==> src/sv/d2vn_pkg.sv <==
// shared types and constants of the depth to vertex and normal map block
// used by every module of the block but the ram, depends on nothing

package d2vn_pkg;

  localparam int MAX_WIDTH   = 1024;
  localparam int COL_W       = $clog2(MAX_WIDTH);
  localparam int ADDR_W      = COL_W + 1;
  localparam int STORE_DEPTH = 2 * MAX_WIDTH;
  localparam int ROW_W       = 12;
  localparam int WID_W       = 11;
  localparam int DEPTH_W     = 16;
  localparam int VERT_W      = 24;
  localparam int NORM_W      = 16;
  localparam int MEM_W       = 2 * VERT_W + DEPTH_W;
  localparam int DIV_NUM_W   = 48;
  localparam int DIV_DEN_W   = 34;
  localparam int NACC_W      = 52;
  localparam int MAG_W       = NACC_W - 1;
  localparam int LEN_W       = 33;
  localparam int FIFO_DEPTH  = 2;
  localparam int SQRT_STEPS  = 32;

  localparam logic [DIV_NUM_W-1:0] VERT_POS_LIM = DIV_NUM_W'(8388607);
  localparam logic [DIV_NUM_W-1:0] VERT_NEG_LIM = DIV_NUM_W'(8388608);
  localparam logic [DIV_NUM_W-1:0] UNIT_Q       = DIV_NUM_W'(16384);

  typedef enum logic [2:0] {
    REG_WIDTH  = 3'd0,
    REG_HEIGHT = 3'd1,
    REG_LIMIT  = 3'd2,
    REG_FX     = 3'd3,
    REG_FY     = 3'd4,
    REG_CX     = 3'd5,
    REG_CY     = 3'd6
  } reg_idx_t;

  typedef struct packed {
    logic [WID_W-1:0]   row_pixels;
    logic [ROW_W-1:0]   frame_rows;
    logic [DEPTH_W-1:0] depth_limit;
    logic [15:0]        focal_len_x;
    logic [15:0]        focal_len_y;
    logic [15:0]        center_x;
    logic [15:0]        center_y;
  } cfg_t;

  // one classified pixel handed from the front to the back
  typedef struct packed {
    logic [DEPTH_W-1:0] z;
    logic [15:0]        dx_mag;
    logic               dx_neg;
    logic [15:0]        dy_mag;
    logic               dy_neg;
    logic               nvalid;
    logic               full;
    logic [ADDR_W-1:0]  cur;
    logic [ADDR_W-1:0]  left;
    logic [ADDR_W-1:0]  right;
  } item_t;

  typedef enum logic [3:0] {
    ST_IDLE,
    ST_BP_MUL,
    ST_BP_DIV,
    ST_BP_WAIT,
    ST_RD,
    ST_CROSS,
    ST_ABS,
    ST_SHIFT,
    ST_SQ,
    ST_SQRT,
    ST_ND_GO,
    ST_ND_WAIT,
    ST_DONE
  } bstate_t;

endpackage

==> src/sv/d2vn_fifo.sv <==
// short queue of classified pixels between the front and the back
// depends on d2vn_pkg

module d2vn_fifo (
  input  logic                  clk,
  input  logic                  rst,
  input  logic                  push,
  input  d2vn_pkg::item_t       push_item,
  input  logic                  pop,
  output d2vn_pkg::item_t       pop_item,
  output logic                  full,
  output logic                  empty
);
  import d2vn_pkg::*;

  localparam int PTR_W = $clog2(FIFO_DEPTH);

  item_t             slots [FIFO_DEPTH];
  logic [PTR_W-1:0]  wr_ptr;
  logic [PTR_W-1:0]  rd_ptr;
  logic [PTR_W:0]    count;

  assign full     = count == (PTR_W + 1)'(FIFO_DEPTH);
  assign empty    = count == '0;
  assign pop_item = slots[rd_ptr];

  always_ff @(posedge clk) begin
    if (rst) begin
      wr_ptr <= '0;
      rd_ptr <= '0;
      count  <= '0;
    end else begin
      if (push) begin
        wr_ptr <= (wr_ptr == PTR_W'(FIFO_DEPTH - 1)) ? '0 : wr_ptr + 1'b1;
      end
      if (pop) begin
        rd_ptr <= (rd_ptr == PTR_W'(FIFO_DEPTH - 1)) ? '0 : rd_ptr + 1'b1;
      end
      if (push && !pop) begin
        count <= count + 1'b1;
      end else if (pop && !push) begin
        count <= count - 1'b1;
      end
    end
  end

  always_ff @(posedge clk) begin
    if (push) begin
      slots[wr_ptr] <= push_item;
    end
  end

endmodule

==> config.mk <==
export PLATFORM = sky130hd
export DESIGN_NAME = d2vn_fifo
export DESIGN_NICKNAME = d
export VERILOG_FILES = /design/src/sv/d2vn_pkg.sv /design/src/sv/d2vn_fifo.sv
export SDC_FILE = /design/constraint.sdc
export NUM_CORES = 1
export LEC_CHECK = 0
export ABC_AREA = 1
export BUFFER_PORTS_ARGS = -buffer_cell sky130_fd_sc_hd__buf_2
export CAP_MARGIN = 10
export CORE_MARGIN = 3
export CORE_UTILIZATION = 30
export DETAILED_ROUTE_END_ITERATION = 8
export PLACE_DENSITY = 0.64
export SLEW_MARGIN = 20
export SYNTH_ARGS = -nofsm -noshare
export SYNTH_HDL_FRONTEND = slang
export SYNTH_SLANG_ARGS = --single-unit
==> constraint.sdc <==
create_clock -name clk -period 5.2 [get_ports clk]
set_clock_uncertainty 0.15 [all_clocks]
set_input_delay 0.78 -clock clk [delete_from_list [all_inputs] [get_ports clk]]
set_output_delay 0.78 -clock clk [all_outputs]
set_load 0.02 [all_outputs]
==> results of run 1 <==
[worst paths after layout]
check,start,to,cells after the start
setup / recovery,register,pop_item[51],3
hold reg to reg,rd_ptr$_SDFFE_PP0P_,register,2
hold / removal,rd_ptr$_SDFFE_PP0P_,register,2
setup reg to reg,wr_ptr$_SDFFE_PP0P_,slots[1][79]$_DFFE_PP_,3
[worst max-delay path: cells and delay by family, from the launching register on]
kind | cells | cell delay (ns)
flip-flops | 1 | 0.73
buffers and inverters | 2 | 0.47
multiplexers | 1 | 0.39
[registers in the layout (all words and copies together) (netlist names), named ones only]
register / count
rd_ptr: 1
count: 2
wr_ptr: 1
slots: 170
[cell usage in the layout (no fill, tap or decap), types with 3 or more instances in the layout]
cell type / netlist / routed
mux2_1: 50 / 50
nor2_1: 7 / 6
inv_1: 9 / 8
nand2_1: 5 / 5
bufinv_16: 0 / 3
clkinv_1: 0 / 4
clkinv_2: 0 / 3
mux2_2: 35 / 35
edfxtp_1: 170 / 170
clkinvlp_4: 0 / 3
buf_2: 3 / 175
dfxtp_1: 5 / 4
clkbuf_16: 0 / 17
[power groups by stage]
stage	clock, mW	sequential [mW]	combinational (mW)
final	1.24	1.66	0.352
after global routing	1.34	1.67	0.382
after CTS	1.28	1.66	0.357
after detailed placement	0	1.69	0.355
after global placement	0	1.70	0.331
after floorplan	0	1.68	0.229
[metrics by stage]
step	setup WS [ns]	instance area (µm²)	instances
6_report	2.226	8169	769
5_1_grt	2.085	8169	769
4_1_cts	2.144	8149	768
3_5_place_dp	2.432	7570	736
3_3_place_gp	2.466	7542	735
2_1_floorplan	0.1386	6367	297
[Yosys cell counts (all sizes together)]
library cell  count  area [µm²]
edfxtp          170        5105
mux2             85       957.2
buf               9       78.82
inv               9       33.78
nor2              7       26.28
dfxtp             5       100.1
nand2             5       18.77
a21oi             1       5.000
ha                1       12.51
nand3             1       5.000
nand4             1       6.260
nor3              1       5.000
o21ai             1       5.000
xnor2             1       8.760
[logic make-up after synthesis]
family / after synthesis / synth area share [%]
compound gates: 2 / 0.1571
simple gates: 15 / 0.9629
flops: 175 / 81.75
fa+ha+maj: 1 / 0.1965
mux: 85 / 15.03
buf+inv: 18 / 1.768
xor+xnor: 1 / 0.1376
[layer usage]
layer | global-route usage (%) | wire length (µm) | up-vias
met1 | 11.56 | 4808 | 1591
met4 | 3.639 | 127 | 0
met2 | 17.53 | 6036 | 113
li1 | - | - | 1536
met3 | 3.569 | 844 | 8
met5 | 0 | 0 | -
[cell type report]
type                       instances  share of cell area [%]
clock inverter                    13                   1.792
timing repair buffer             179                   11.64
multi-input combinational        104                   12.94
clock buffer                      19                   5.299
tap                              270                   4.135
inverter                           9                  0.4289
sequential                       175                   63.76
==> out/metrics.cfg, run 1 <==
[run_status]
status = complete, no violations

[cts]
htree_levels = 4
postCtsSetupBuffers = 0
clock-root-buffer = clkbuf_16
cts_tree = yes
cts_sinks = 175
cts_buffers = 17
cts_resized = 0
cts_hold_buffers = 0
clkTransAtPathRegs_ns = 0.06
insertion_delay_ns = 0.41
clk_path_buf_depth = 2

[critical_path]
cp.arrival_ns = 2.04
path_cells = buf_16 -> mux2_1 -> buf_2
timing.reg2reg.setup_slack_ns = 2.99
cp-start-kind = register
cpMaxStageDelayCell = dfxtp_4
end_kind = output pin
worstSetupPathType = register to output pin
timing.critical_path.required_ns = 4.27
cp_max_fo = 44
crit_path_max_incr_delay_ns = 0.73

[final_layout]
drive_gt1_share_pct = 48.70
fin_nets = 576
fill_cells = 1919
diodes = 0
syn2layout_area_growth_pct = 28.30
final_core_util_pct = 39.73
seq_area_um2 = 5209
multi_input_area_um2 = 1057

[synth]
synth_seq_area_share_pct = 81.74
ys_ff_latch = 175
synth_nets = 387
synth_cell_type_count = 17
avgSynthCellArea_um2 = 21.44
syn_inst = 297
yosys_warnings = 0
syn_area_um2 = 6367

[detailed_routing]
firstDrtPassIters = 4
drc = 0
dr_total_vias = 3248
drt-total-wl_um = 11820
postRouteAntennaNets = 0
post_drt_via_cell_ratio = 4.224
drt_iter0_markers = 95
wl_per_cell_um = 15.37

[floorplan]
fp.dieArea_um2 = 23010
pin_count = 176
rows = 52
die_w_um = 151.7
fp.dieH_um = 151.7
start_util_pct = 30.97
core_um2 = 20560

[power]
swShare_pct = 22.62
seqPwrFrac_pct = 51.0
p_comb_share_pct = 10.8
leakagePower_nw = 3.050
p_int_mw = 2.520
p_total_mw = 3.257
clockPowerShare_pct = 38.2
power_density_nw_per_um2 = 398.7
p_sw_uw = 736.7
ir_worst_vdd_mv = 0.2275

[grt]
grt_usage_pct = 10.11
grt_pass1_wl_um = 17480
grt_pass1_vias = 3502
antenna_found_initial = 0
grt_max_degree = 48
overflow = 0

[sta]
rsz0062_at_grt = no
setup-tns-final_ns = 0
slew_headroom_pct = 49.43
finalHoldViolCount = 0
max_freq_mhz = 336.3
fin_crit_ns = 2.974
holdWs_ns = 0.3695
worstMarginPinSlew_ns = 0.7586
maxSlewViolCount = 0
setup_viol = 0
fin_crit_sh_pct = 57.19

[min_path]
hold_class = register to register

[placement]
dp_hpwl_um = 7864
gp_congestion = 0.7216
io_buffers = 175

[run]
drv_cap = 0

No activity file was read; power rests on OpenSTA's default activity.
==> inputs of run 2 (changes only) <==
--- a/config.mk
+++ b/config.mk
@@ -11,7 +11,7 @@
 export CORE_MARGIN = 3
 export CORE_UTILIZATION = 30
 export DETAILED_ROUTE_END_ITERATION = 8
-export PLACE_DENSITY = 0.64
+export PLACE_DENSITY = 0.62
 export SLEW_MARGIN = 20
 export SYNTH_ARGS = -nofsm -noshare
 export SYNTH_HDL_FRONTEND = slang
==> constraint.sdc (replaced) <==
create_clock -name clk -period 3 [get_ports clk]
set_clock_uncertainty 0.15 [all_clocks]
set_input_delay 0.45 -clock clk [delete_from_list [all_inputs] [get_ports clk]]
set_output_delay 0.45 -clock clk [all_outputs]
set_load 0.02 [all_outputs]
==> run 2 against run 1 <==
Routed wire length increased by 5.1%. Non-clock buffer count increased by 2. Die area did not move. Total power rose by 72%. First-iteration DRC count is 32% higher. Register-to-register slack lost 1.6 ns. Sequential power increased by 73%. Clock power grew 71%. Sequential cell count is the same. Core utilization is the same. Hold slack worse by 0.30 ns. Critical endpoint is now pop_item[80]. Highest routed layer is now met5.
==> out/metrics.cfg, run 2 (synthesis results as in run 1) <==
[run_status]
status = complete, no violations

[detailed_routing]
dr_total_vias = 3303
drc = 0
drt-total-wl_um = 12410
post_drt_via_cell_ratio = 4.284
drt_iter0_markers = 125
firstDrtPassIters = 4
postRouteAntennaNets = 0
wl_per_cell_um = 16.10

[sta]
max_freq_mhz = 403.1
setup-tns-final_ns = 0
slew_headroom_pct = 67.38
rsz0062_at_grt = no
finalHoldViolCount = 0
maxSlewViolCount = 0
fin_crit_ns = 2.481
worstMarginPinSlew_ns = 0.4893
setup_viol = 0
fin_ws_ns = 0.5194
fin_crit_sh_pct = 82.69

[final_layout]
largest_reg_flops = 170
fin_nets = 578
diodes = 0
syn2layout_area_growth_pct = 28.30
largestRegisters = slots x170, count x2
drive_gt1_share_pct = 49.70
fill_cells = 1929
largest_register = slots
multi_input_area_um2 = 1057
layout_commonest_cell = buf_2
seq_area_um2 = 5209
layout_common_cells = buf_2 (175), edfxtp_1 (170), mux2_1 (50)
fin_area_um2 = 8169
final_core_util_pct = 39.73

[grt]
overflow = 0
grt_usage_pct = 10.72
grt_max_degree = 86
grt_pass1_wl_um = 18210
grt_pass1_vias = 3579
antenna_found_initial = 1

[power]
power_density_nw_per_um2 = 686.3
ir_worst_vdd_mv = 0.3815
p_sw_mw = 1.305
p_total_mw = 5.607
clockPowerShare_pct = 37.7
p_int_mw = 4.301
swShare_pct = 23.28
p_comb_share_pct = 11.1
seqPwrFrac_pct = 51.2
leakagePower_nw = 3.063

[critical_path]
worstSetupPathType = register to output pin
cp-start-kind = register
critPathTopFamily = flip-flops
path_cells = buf_4 -> mux2_2 -> buf_2
cp_max_fo = 22
crit_path_max_incr_delay_ns = 0.57
cpMaxStageDelayCell = dfxtp_4
cp_num_buf_inv = 2
timing.critical_path.required_ns = 2.40
cp.arrival_ns = 1.88
end_kind = output pin

[floorplan]
pin_count = 176
core_um2 = 20560
start_util_pct = 30.97
fp.dieArea_um2 = 23010
die_w_um = 151.7
rows = 52
fp.dieH_um = 151.7

[cts]
insertion_delay_ns = 0.40
clock-root-buffer = clkbuf_16
cts_resized = 0
postCtsSetupBuffers = 0
clkTransAtPathRegs_ns = 0.07
cts_hold_buffers = 0
cts_sinks = 175
cts_buffers = 17
htree_levels = 4
clk_path_buf_depth = 2
cts_tree = yes

[min_path]
hold_class = primary input to register

[run]
drv_cap = 0

[placement]
dp_hpwl_um = 8321
placed_area_um2 = 7599
place_ws_ns = 0.8998
io_buffers = 175
gp_congestion = 0.6850

[run 2: cell count changes in the layout (fill, tap and decap cells not counted), sizes merged]
| cell | delta |
|---|---|
| clkinv | -2 |
| bufinv | -1 |
| inv | +4 |
| clkinvlp | -1 |
| buf | +2 |
[run 2: stage by stage]
stage	cells	hold slack, ns
after floorplan	297	0.3299
after global placement	739	0.3479
after detailed placement	739	0.3609
after CTS	771	0.04146
after global routing	771	0.03615
final	771	0.06843
[run 2: worst paths after layout]
| path | start | endpoint | slack (ns) | depth (start not counted) |
|---|---|---|---|---|
| setup reg to reg | wr_ptr$_SDFFE_PP0P_ | slots[1][33]$_DFFE_PP_ | 1.35 | 3 |
| hold reg to reg | rd_ptr$_SDFFE_PP0P_ | rd_ptr$_SDFFE_PP0P_ | 0.38 | 2 |
| hold / removal | push_item[53] | slots[0][53]$_DFFE_PP_ | 0.07 | 1 |
| setup / recovery | register | pop_item[80] | 0.52 | 3 |
[run 2: final cells by class]
type | count | area share (%)
Clock buffer | 19 | 5.299
Clock inverter | 13 | 1.685
Tap cell | 270 | 4.135
Sequential cell | 175 | 63.76
Inverter | 9 | 0.4442
Multi-Input combinational cell | 104 | 12.94
Timing Repair Buffer | 181 | 11.73
[run 2: power by group through the flow]
stage                     combinational [mW]  clock (mW)  sequential, mW
after global routing                   0.672        2.29            2.88
after global placement                 0.618           0            2.92
after floorplan                        0.399           0            2.91
after detailed placement               0.631           0            2.93
final                                  0.620        2.12            2.87
after CTS                              0.635        2.20            2.87
[run 2: layer usage]
| metal | track usage (%) | part of all wire [%] | vias to the layer above |
|---|---|---|---|
| li1 | - | - | 1541 |
| met1 | 11.69 | 40 | 1641 |
| met2 | 19.24 | 52 | 109 |
| met3 | 3.986 | 6.7 | 10 |
| met4 | 3.549 | 0.80 | 2 |
| met5 | 0 | 0.14 | - |
