--- src/sv/d2vn_pkg.sv ---
// shared types and constants of the depth to vertex and normal map block
// used by every module of the block but the ram, depends on nothing

package d2vn_pkg;

  localparam int MAX_WIDTH   = 1024;
  localparam int COL_W       = $clog2(MAX_WIDTH);
  localparam int ADDR_W      = COL_W + 1;
  localparam int STORE_DEPTH = 2 * MAX_WIDTH;
  localparam int ROW_W       = 12;
  localparam int WID_W       = 11;
  localparam int DEPTH_W     = 16;
  localparam int VERT_W      = 24;
  localparam int NORM_W      = 16;
  localparam int MEM_W       = 2 * VERT_W + DEPTH_W;
  localparam int DIV_NUM_W   = 48;
  localparam int DIV_DEN_W   = 34;
  localparam int NACC_W      = 52;
  localparam int MAG_W       = NACC_W - 1;
  localparam int LEN_W       = 33;
  localparam int FIFO_DEPTH  = 2;
  localparam int SQRT_STEPS  = 32;

  localparam logic [DIV_NUM_W-1:0] VERT_POS_LIM = DIV_NUM_W'(8388607);
  localparam logic [DIV_NUM_W-1:0] VERT_NEG_LIM = DIV_NUM_W'(8388608);
  localparam logic [DIV_NUM_W-1:0] UNIT_Q       = DIV_NUM_W'(16384);

  typedef enum logic [2:0] {
    REG_WIDTH  = 3'd0,
    REG_HEIGHT = 3'd1,
    REG_LIMIT  = 3'd2,
    REG_FX     = 3'd3,
    REG_FY     = 3'd4,
    REG_CX     = 3'd5,
    REG_CY     = 3'd6
  } reg_idx_t;

  typedef struct packed {
    logic [WID_W-1:0]   row_pixels;
    logic [ROW_W-1:0]   frame_rows;
    logic [DEPTH_W-1:0] depth_limit;
    logic [15:0]        focal_len_x;
    logic [15:0]        focal_len_y;
    logic [15:0]        center_x;
    logic [15:0]        center_y;
  } cfg_t;

  // one classified pixel handed from the front to the back
  typedef struct packed {
    logic [DEPTH_W-1:0] z;
    logic [15:0]        dx_mag;
    logic               dx_neg;
    logic [15:0]        dy_mag;
    logic               dy_neg;
    logic               nvalid;
    logic               full;
    logic [ADDR_W-1:0]  cur;
    logic [ADDR_W-1:0]  left;
    logic [ADDR_W-1:0]  right;
  } item_t;

  typedef enum logic [3:0] {
    ST_IDLE,
    ST_BP_MUL,
    ST_BP_DIV,
    ST_BP_WAIT,
    ST_RD,
    ST_CROSS,
    ST_ABS,
    ST_SHIFT,
    ST_SQ,
    ST_SQRT,
    ST_ND_GO,
    ST_ND_WAIT,
    ST_DONE
  } bstate_t;

endpackage

--- src/sv/d2vn_front.sv ---
// input side: raster position counters, depth cut, offsets and store addresses
// depends on d2vn_pkg

module d2vn_front (
  input  logic                        clk,
  input  logic                        rst,
  input  d2vn_pkg::cfg_t              cfg,
  input  logic                        in_valid,
  output logic                        in_ready,
  input  logic [d2vn_pkg::DEPTH_W-1:0] depth_mm,
  input  logic                        frame_start,
  input  logic                        q_full,
  output logic                        q_push,
  output d2vn_pkg::item_t             q_item
);
  import d2vn_pkg::*;

  logic [COL_W-1:0] col_cnt;
  logic [ROW_W-1:0] row_cnt;
  logic [COL_W-1:0] col_cnt_next;
  logic [ROW_W-1:0] row_cnt_next;
  logic [COL_W:0]   wc;
  logic [ROW_W-1:0] hc;
  logic [COL_W-1:0] col0;
  logic [ROW_W-1:0] row0;
  logic [ROW_W:0]   row1;
  logic [COL_W-1:0] c;
  logic [ROW_W-1:0] r;
  logic [COL_W:0]   c_inc;
  logic [ROW_W:0]   r_inc;
  logic signed [17:0] dx;
  logic signed [17:0] dy;
  logic signed [17:0] dx_abs;
  logic signed [17:0] dy_abs;

  assign in_ready = !q_full;
  assign q_push   = in_valid && !q_full;

  always_comb begin
    if (cfg.row_pixels < WID_W'(3)) begin
      wc = (COL_W + 1)'(3);
    end else if (32'(cfg.row_pixels) > MAX_WIDTH) begin
      wc = (COL_W + 1)'(MAX_WIDTH);
    end else begin
      wc = (COL_W + 1)'(cfg.row_pixels);
    end
    hc = (cfg.frame_rows < ROW_W'(3)) ? ROW_W'(3) : cfg.frame_rows;

    col0 = frame_start ? '0 : col_cnt;
    row0 = frame_start ? '0 : row_cnt;
    // a column at or past the width starts the next row
    if ({1'b0, col0} >= wc) begin
      c    = '0;
      row1 = {1'b0, row0} + 1'b1;
    end else begin
      c    = col0;
      row1 = {1'b0, row0};
    end
    r = (row1 >= {1'b0, hc}) ? '0 : row1[ROW_W-1:0];

    c_inc = {1'b0, c} + 1'b1;
    r_inc = {1'b0, r} + 1'b1;
    if (c_inc >= wc) begin
      col_cnt_next = '0;
      row_cnt_next = (r_inc >= {1'b0, hc}) ? '0 : r_inc[ROW_W-1:0];
    end else begin
      col_cnt_next = c_inc[COL_W-1:0];
      row_cnt_next = r;
    end
  end

  always_comb begin
    dx     = $signed(18'({c, 4'b0000})) - $signed({2'b00, cfg.center_x});
    dy     = $signed(18'({r, 4'b0000})) - $signed({2'b00, cfg.center_y});
    dx_abs = dx[17] ? -dx : dx;
    dy_abs = dy[17] ? -dy : dy;

    q_item.z      = (depth_mm > cfg.depth_limit) ? '0 : depth_mm;
    q_item.dx_mag = dx_abs[15:0];
    q_item.dx_neg = dx[17];
    q_item.dy_mag = dy_abs[15:0];
    q_item.dy_neg = dy[17];
    q_item.nvalid = r != '0;
    // interior pixel above: needs two rows behind it and both side neighbors
    q_item.full   = (r >= ROW_W'(2)) && (c != '0) && ({1'b0, c} != wc - 1'b1);
    q_item.cur    = {r[0], c};
    q_item.left   = {~r[0], c - 1'b1};
    q_item.right  = {~r[0], c + 1'b1};
  end

  always_ff @(posedge clk) begin
    if (rst) begin
      col_cnt <= '0;
      row_cnt <= '0;
    end else if (q_push) begin
      col_cnt <= col_cnt_next;
      row_cnt <= row_cnt_next;
    end
  end

endmodule

--- config.mk ---
export PLATFORM = sky130hd
export DESIGN_NAME = d2vn_front
export DESIGN_NICKNAME = d
export VERILOG_FILES = /design/src/sv/d2vn_pkg.sv /design/src/sv/d2vn_front.sv
export SDC_FILE = /design/constraint.sdc
export NUM_CORES = 1
export LEC_CHECK = 0
export BUFFER_PORTS_ARGS = -buffer_cell sky130_fd_sc_hd__buf_4
export CAP_MARGIN = 0
export CORE_MARGIN = 8
export CORE_UTILIZATION = 40
export CTS_CLUSTER_DIAMETER = 200
export DETAILED_ROUTE_END_ITERATION = 7
export PLACE_DENSITY = 0.67
export SETUP_SLACK_MARGIN = 0.05
export SLEW_MARGIN = 40
export SYNTH_ARGS = -nofsm -noshare
export SYNTH_HDL_FRONTEND = slang
export SYNTH_SLANG_ARGS = --single-unit
--- constraint.sdc ---
create_clock -name clk -period 9.4 [get_ports clk]
set_input_delay 0.94 -clock clk [delete_from_list [all_inputs] [get_ports clk]]
set_output_delay 0.94 -clock clk [all_outputs]
set_load 0.005 [all_outputs]
==> results of run 1 <==
cell type report:
type                            instances  area share
Tap cell                              220      0.0329
Timing Repair Buffer                  193       0.173
Sequential cell                        22      0.0526
Inverter                               93      0.0417
Clock buffer                            3     0.00896
Multi-Input combinational cell        812       0.691
sequential cells by signal, indices dropped and copies added (netlist names):
name,cells
col_cnt,10
row_cnt,12
layout by cell type, fill, tap and decap left out, drive strengths merged, types with 8 or more instances in the layout:
master	n
xor2	21
o21a	8
buf	193
and3	10
a21o	15
a211oi	15
nand3	32
or3	17
nor2b	35
or2	8
nor4	10
nor3	26
mux2i	10
nand2b	12
ha	92
and2	14
a31oi	13
nand4	15
dfxtp	22
o21ai	50
a21oi	56
inv	93
nand2	88
o31ai	11
nor2	88
xnor2	54
o21bai	9
worst min-delay path, cell delays in order (launching register included):
cell     delay [ns]
dfxtp_1        0.30
nand2_1        0.05
a21oi_1        0.05
worst max-delay path by stage:
stage               cells past startpoint  slack, ns          to     from
floorplan                              32       0.99  q_item[40]  cfg[95]
global placement                       29       0.36  q_item[49]  cfg[95]
detailed placement                     29       0.30  q_item[49]  cfg[95]
CTS                                    29       0.24  q_item[49]  cfg[95]
global route                           30     -0.001  q_item[51]  cfg[95]
finish                                 29       0.46  q_item[49]  cfg[95]
metal layers:
layer	up-vias	routed length [um]
li1	3791	-
met1	3436	9880
met2	259	10100
met3	23	1540
met4	0	325
met5	-	0
per-stage QoR:
stage / power (mW) / setup TNS [ns] / worst slack [ns] / cell area (sq um)
after floorplan: 0.270 / 0 / 0.990 / 6640
after global placement: 0.390 / 0 / 0.363 / 8180
after detailed placement: 0.393 / 0 / 0.297 / 8190
after CTS: 0.484 / 0 / 0.245 / 8260
after global routing: 0.525 / -0.00109 / -0.00109 / 8380
final: 0.489 / 0 / 0.462 / 8380
what timing repair did:
item / 4_1_cts / 5_1_grt
hold buffers: 0 / 0
gates resized for setup: 0 / 21
endpoints found under the setup margin: 0 / 14
buffers inserted: 0 / 2
kinds of logic after synthesis:
group	Yosys count	synth area share
AO/OA/AOI/OAI	246	0.255
XOR/XNOR	75	0.0989
adder cells (fa/ha/maj)	92	0.173
buffers and inverters	132	0.0798
flip-flops	22	0.0663
multiplexers	14	0.0218
AND/OR/NAND/NOR	385	0.305
power by group:
group	switching [mW]	total, mW	internal [mW]
clock	0.0342	0.0904	0.0562
sequential	0.00473	0.101	0.0965
combinational	0.154	0.297	0.144
total	0.193	0.489	0.296
==> impl_results.md, run 1 <==
- Die area: 21000 sq um
- WHS: 0.450 ns
- Synth-to-Final Area Change: 26.1%
- Critical path buffers and inverters: 4
- Met2 Usage GRT: 0.339
- Grt met1 use: 0.263
- 1st-pass router iterations: 6
- N_diodes: 0
- Beginning of the worst hold path: col_cnt[1]
- Hold Vio Cnt, Final: 0
- Peak VDD IR: slightly below 0.00005 V
- Fin cells: 1343
- Element type at the critical path end: output pin
- CTS buffer count: 3
- Final GP Congestion: around 0.94
- GRT overflow: 0
- GRT Util Overall: 0.198
- Synthesized area: around 6600 sq um
- Setup CP Type: input port to output pin
- Async S/R FF share, synth: 0
- Period utilization: 0.951
- Final nets: about 1300
- Min-Delay Path Class: flip-flop to flip-flop
- Die Span X: 145 um
- Count leader, synth: inv_1
- Worst path slowest cell: or4_1
- Placed insts: 1338
- Max Buffers Root-to-Sink: 2
- Worst Tran Pin Value: 0.799 ns
- Clock Latency Late Sink: 0.26 ns
- Post-synth EDFFs: 0
- Fraction of layout cells with a size suffix above 1: 0.225
- Post-route DRC: 0
- Flop-to-flop setup slack: 2.37 ns
- Synth top area cells: ha_1, xnor2_1, dfxtp_1
- Via count: 7509
- CP max FO: 6
- Drt initial violations: 528
- Row count: 47
- Critical path arrival: ~8 ns
- Fillcell total: 1685
- Prevailing post-synth register cell: dfxtp_1
- FF-to-FF End: row_cnt[4]
- TritonCTS clock tree: done
- Port-buffer cells: 178
- DR WL/cell: 16.3 um
- Initial antenna violation count: 0
- Outcome: completed
- Chip height: between 100 and 150 um
- Rel. slew slack: 0.463
- Req. time, crit path: 8.46 ns
- Synth top area share: 0.173
- Pwr/cell area: 58.3 nW/um^2
- R2R depth: 28
- Hold EP: col_cnt[1]
- Clock skew: 0.0105 ns
- Synth area leader: ha_1
- First-pass GRT wire length: 34500 um
- Post-DP HPWL: 18000 um
- Min-Delay Path Depth: 2
- Syn nets: 1182
- CTS root buf: clkbuf_16
- Number of placed I/O pins: approximately 210
- Area of the multi-input gates: approximately 5800 sq um
- Final slew viol count: 0
- Largest net degree at the start of global routing: 25
- Sequential-to-total area share from yosys stat: 0.0663
- Crit Reg-Reg Startpoint: col_cnt[9]
- Max incr delay on CP: 0.58 ns
- Max-Cap Viols: 0
- Post-synth top cells: inv_1, ha_1, nand2_1, nor2_1, xnor2_1
- Clock tree sinks: 22
- Final ANT Viol Nets: 0
- Sequential cell area: 440 sq um
- Core area: 16400 sq um
- GR Util met3: 0.0220
- GRT Max-Usage Layer: met2
- Vias in the first global route: 6975
- Post-synthesis cell type count: 91
- Min cycle time layout: 8.94 ns
- CTS clk-pin slew, worst paths: 0.05 ns
- Lkg Pwr: approximately 4.1 nW
- Starting density of the core: 0.405
- Setup violators final: 0
- Final core occ: 0.511
- FMAX: 0.112 GHz
- Top delay family on crit path: simple AND/OR/NAND/NOR gates
- Worst setup SP type: input port
- Yosys Warn Count: 0
- Via density per instance: roughly 5.6
- H-tree lvl count: 1
- Count of state elements after synthesis: 22
- Routed wire length: 21900 um
- Avg Inst Size Synth: 6.88 sq um
- Gate Count Post-Synth: roughly 970
Note: power is estimated with default switching activity, not from simulation.
==> inputs of run 2 (changes only) <==
- CORE_MARGIN: 8 -> 1.5
==> run 2 against run 1 <==
Compared with the run above: wire length shrank 6.4%; combinational power shrank 1%; core utilization grew 0.94 points; largest power group unchanged.
==> impl_results.md, run 2 (synthesis gave the netlist of run 1 again) <==
- Routed wire length: 20500 um (-6.4%)
- Min cycle time layout: 8.91 ns (-0.0331 ns)
- Worst path slowest cell: or4_1
- Fraction of layout cells with a size suffix above 1: 0.215 (-0.00980)
- Lkg Pwr: 4.08 nW (+0.41%)
- Drt initial violations: 446 (-16%)
- Final GP Congestion: 0.917 (-2.8%)
- Worst setup SP type: input port
- Chip height: 132 um (-9.0%)
- DR WL/cell: 15.3 um (-6.1%)
- Max Buffers Root-to-Sink: 2 (unchanged)
- GRT overflow: 0 (unchanged)
- CP max FO: 13 (+7)
- R2R depth: 27 (-3.6%)
- Final core occ: 0.520 (+0.00939)
- Most frequent cells in the layout: buf_4, inv_1, ha_1
- Starting density of the core: 0.414 (+0.00880)
- Element type at the critical path end: output pin
- Setup violators final: 0 (unchanged)
- 1st-pass router iterations: 5 (-1)
- Number of placed I/O pins: 211 (unchanged)
- First-pass GRT wire length: 33700 um (-2.3%)
- Max-Cap Viols: 0 (unchanged)
- N_diodes: 0 (unchanged)
- Largest net degree at the start of global routing: 25 (unchanged)
- CTS buffer count: 3 (unchanged)
- Peak VDD IR: 0.0000583 V (+18%)
- Row count: 46 (-2.1%)
- Critical path arrival: 7.97 ns (-0.03 ns)
- Req. time, crit path: 8.46 ns (about the same)
- Flop-to-flop setup slack: 2.33 ns (-0.04 ns)
- Core area: 16100 sq um (-2.1%)
- Outcome: completed
- Vias in the first global route: 6827 (-2.1%)
- RSZ-0062 raised after global routing: no
- Final slew viol count: 0 (unchanged)
- Critical Path Start: cfg[95]
- CTS clk-pin slew, worst paths: 0.07 ns (+0.02 ns)
- Die area: 17400 sq um (-17%)
- Rel. slew slack: 0.485 (+0.0226)
- Max reg flops: 12 (unchanged)
- Capture point of the worst path: q_item[51]
- Port-buffer cells: 178 (unchanged)
- Hold Vio Cnt, Final: 0 (unchanged)
- Largest reg by FF count: row_cnt
- TritonCTS clock tree: done
- Worst Tran Pin Value: 0.766 ns (-0.0336 ns)
- Setup tns final: 0 ns (unchanged)
- Post-DP HPWL: 17000 um (-5.6%)
- Final nets: 1340 (-0.075%)
- Crit Reg-Reg Startpoint: col_cnt[9]
- Clock tree sinks: 22 (unchanged)
- Commonest non-fill, non-tap cell in the layout: buf_4
- Clock Latency Late Sink: 0.26 ns (about the same)
- Overall power: 0.515 mW (+5.4%)
- Min-Delay Path Class: flip-flop to flip-flop
- Setup CP Type: input port to output pin
- Post-route DRC: 0 (unchanged)
- Pwr/cell area: 61.7 nW/um^2 (+5.7%)
- Biggest regs: row_cnt x12, col_cnt x10
- FMAX: 0.112 GHz (+0.37%)
- Synth-to-Final Area Change: 25.7%
- FF-to-FF End: row_cnt[6]
- Final ANT Viol Nets: 0 (unchanged)
- CTS root buf: clkbuf_16
- Max incr delay on CP: 0.55 ns (-0.03 ns)
- Initial antenna violation count: 0 (unchanged)
- Clock skew: 0.00975 ns (-0.000773 ns)
- H-tree lvl count: 1 (unchanged)
- GRT Util Overall: 0.228 (+0.0291)
- Via count: 7361 (-2.0%)
- Period utilization: 0.947 (-0.00352)
- Die Span X: 132 um (-9.0%)
- Via density per instance: 5.50 (-1.7%)
[run 2: cell type report]
cell class	instances	area [sq um]
tap	216	270
clock inverter	1	30.0
fill	1612	7710
sequential	22	440
timing repair buffer	192	1440
multi-input combinational	812	5740
inverter	93	349
clock buffer	3	75.1
[run 2: worst max-delay path: cells and delay by family]
| kind | cells | cell delay, ns |
|---|---|---|
| adder cells (fa/ha/maj) | 3 | 1.06 |
| XOR/XNOR | 1 | 0.18 |
| buffers and inverters | 4 | 0.50 |
| AND/OR/NAND/NOR | 12 | 3.14 |
| AO/OA/AOI/OAI | 8 | 1.77 |
| multiplexers | 1 | 0.34 |
[run 2: worst min path at each step]
stage	start	slack (ns)	endpoint	depth (start not counted)
3_5_place_dp	col_cnt[1]	0.44	col_cnt[1]	2
2_1_floorplan	col_cnt[1]	0.43	col_cnt[1]	2
6_report	col_cnt[1]	0.45	col_cnt[1]	2
5_1_grt	col_cnt[1]	0.48	col_cnt[1]	2
3_3_place_gp	col_cnt[1]	0.44	col_cnt[1]	2
4_1_cts	col_cnt[1]	0.45	col_cnt[1]	2
[run 2: stage by stage]
stage	area (sq um)	cells	worst slack, ns	hold WS [ns]
global placement	8180	1335	0.322	0.443
detailed placement	8180	1335	0.283	0.444
finish	8350	1339	0.495	0.453
global route	8350	1339	0.0434	0.478
floorplan	6640	966	0.990	0.432
CTS	8290	1339	0.220	0.454
[run 2: where the power goes]
group	switching [mW]	internal [mW]	leakage, nW
Clock	0.0372	0.0847	0.0511
Combinational	0.150	0.142	3.85
Sequential	0.00445	0.0964	0.179
[run 2: per-layer routing]
| metal | part of all wire | vias to the layer above | global-route usage |
|---|---|---|---|
| met3 | 0.060 | 24 | 0.0315 |
| li1 | - | 3787 | - |
| met2 | 0.46 | 246 | 0.385 |
| met5 | 0 | - | 0 |
| met1 | 0.47 | 3304 | 0.309 |
| met4 | 0.016 | 0 | 0.0414 |
[run 2: timing repair]
| action | CTS | global route |
|---|---|---|
| setup endpoints to repair | 0 | 14 |
| resized for setup | 0 | 14 |
| hold buffers | 0 | 0 |
| buffers inserted | 0 | 0 |
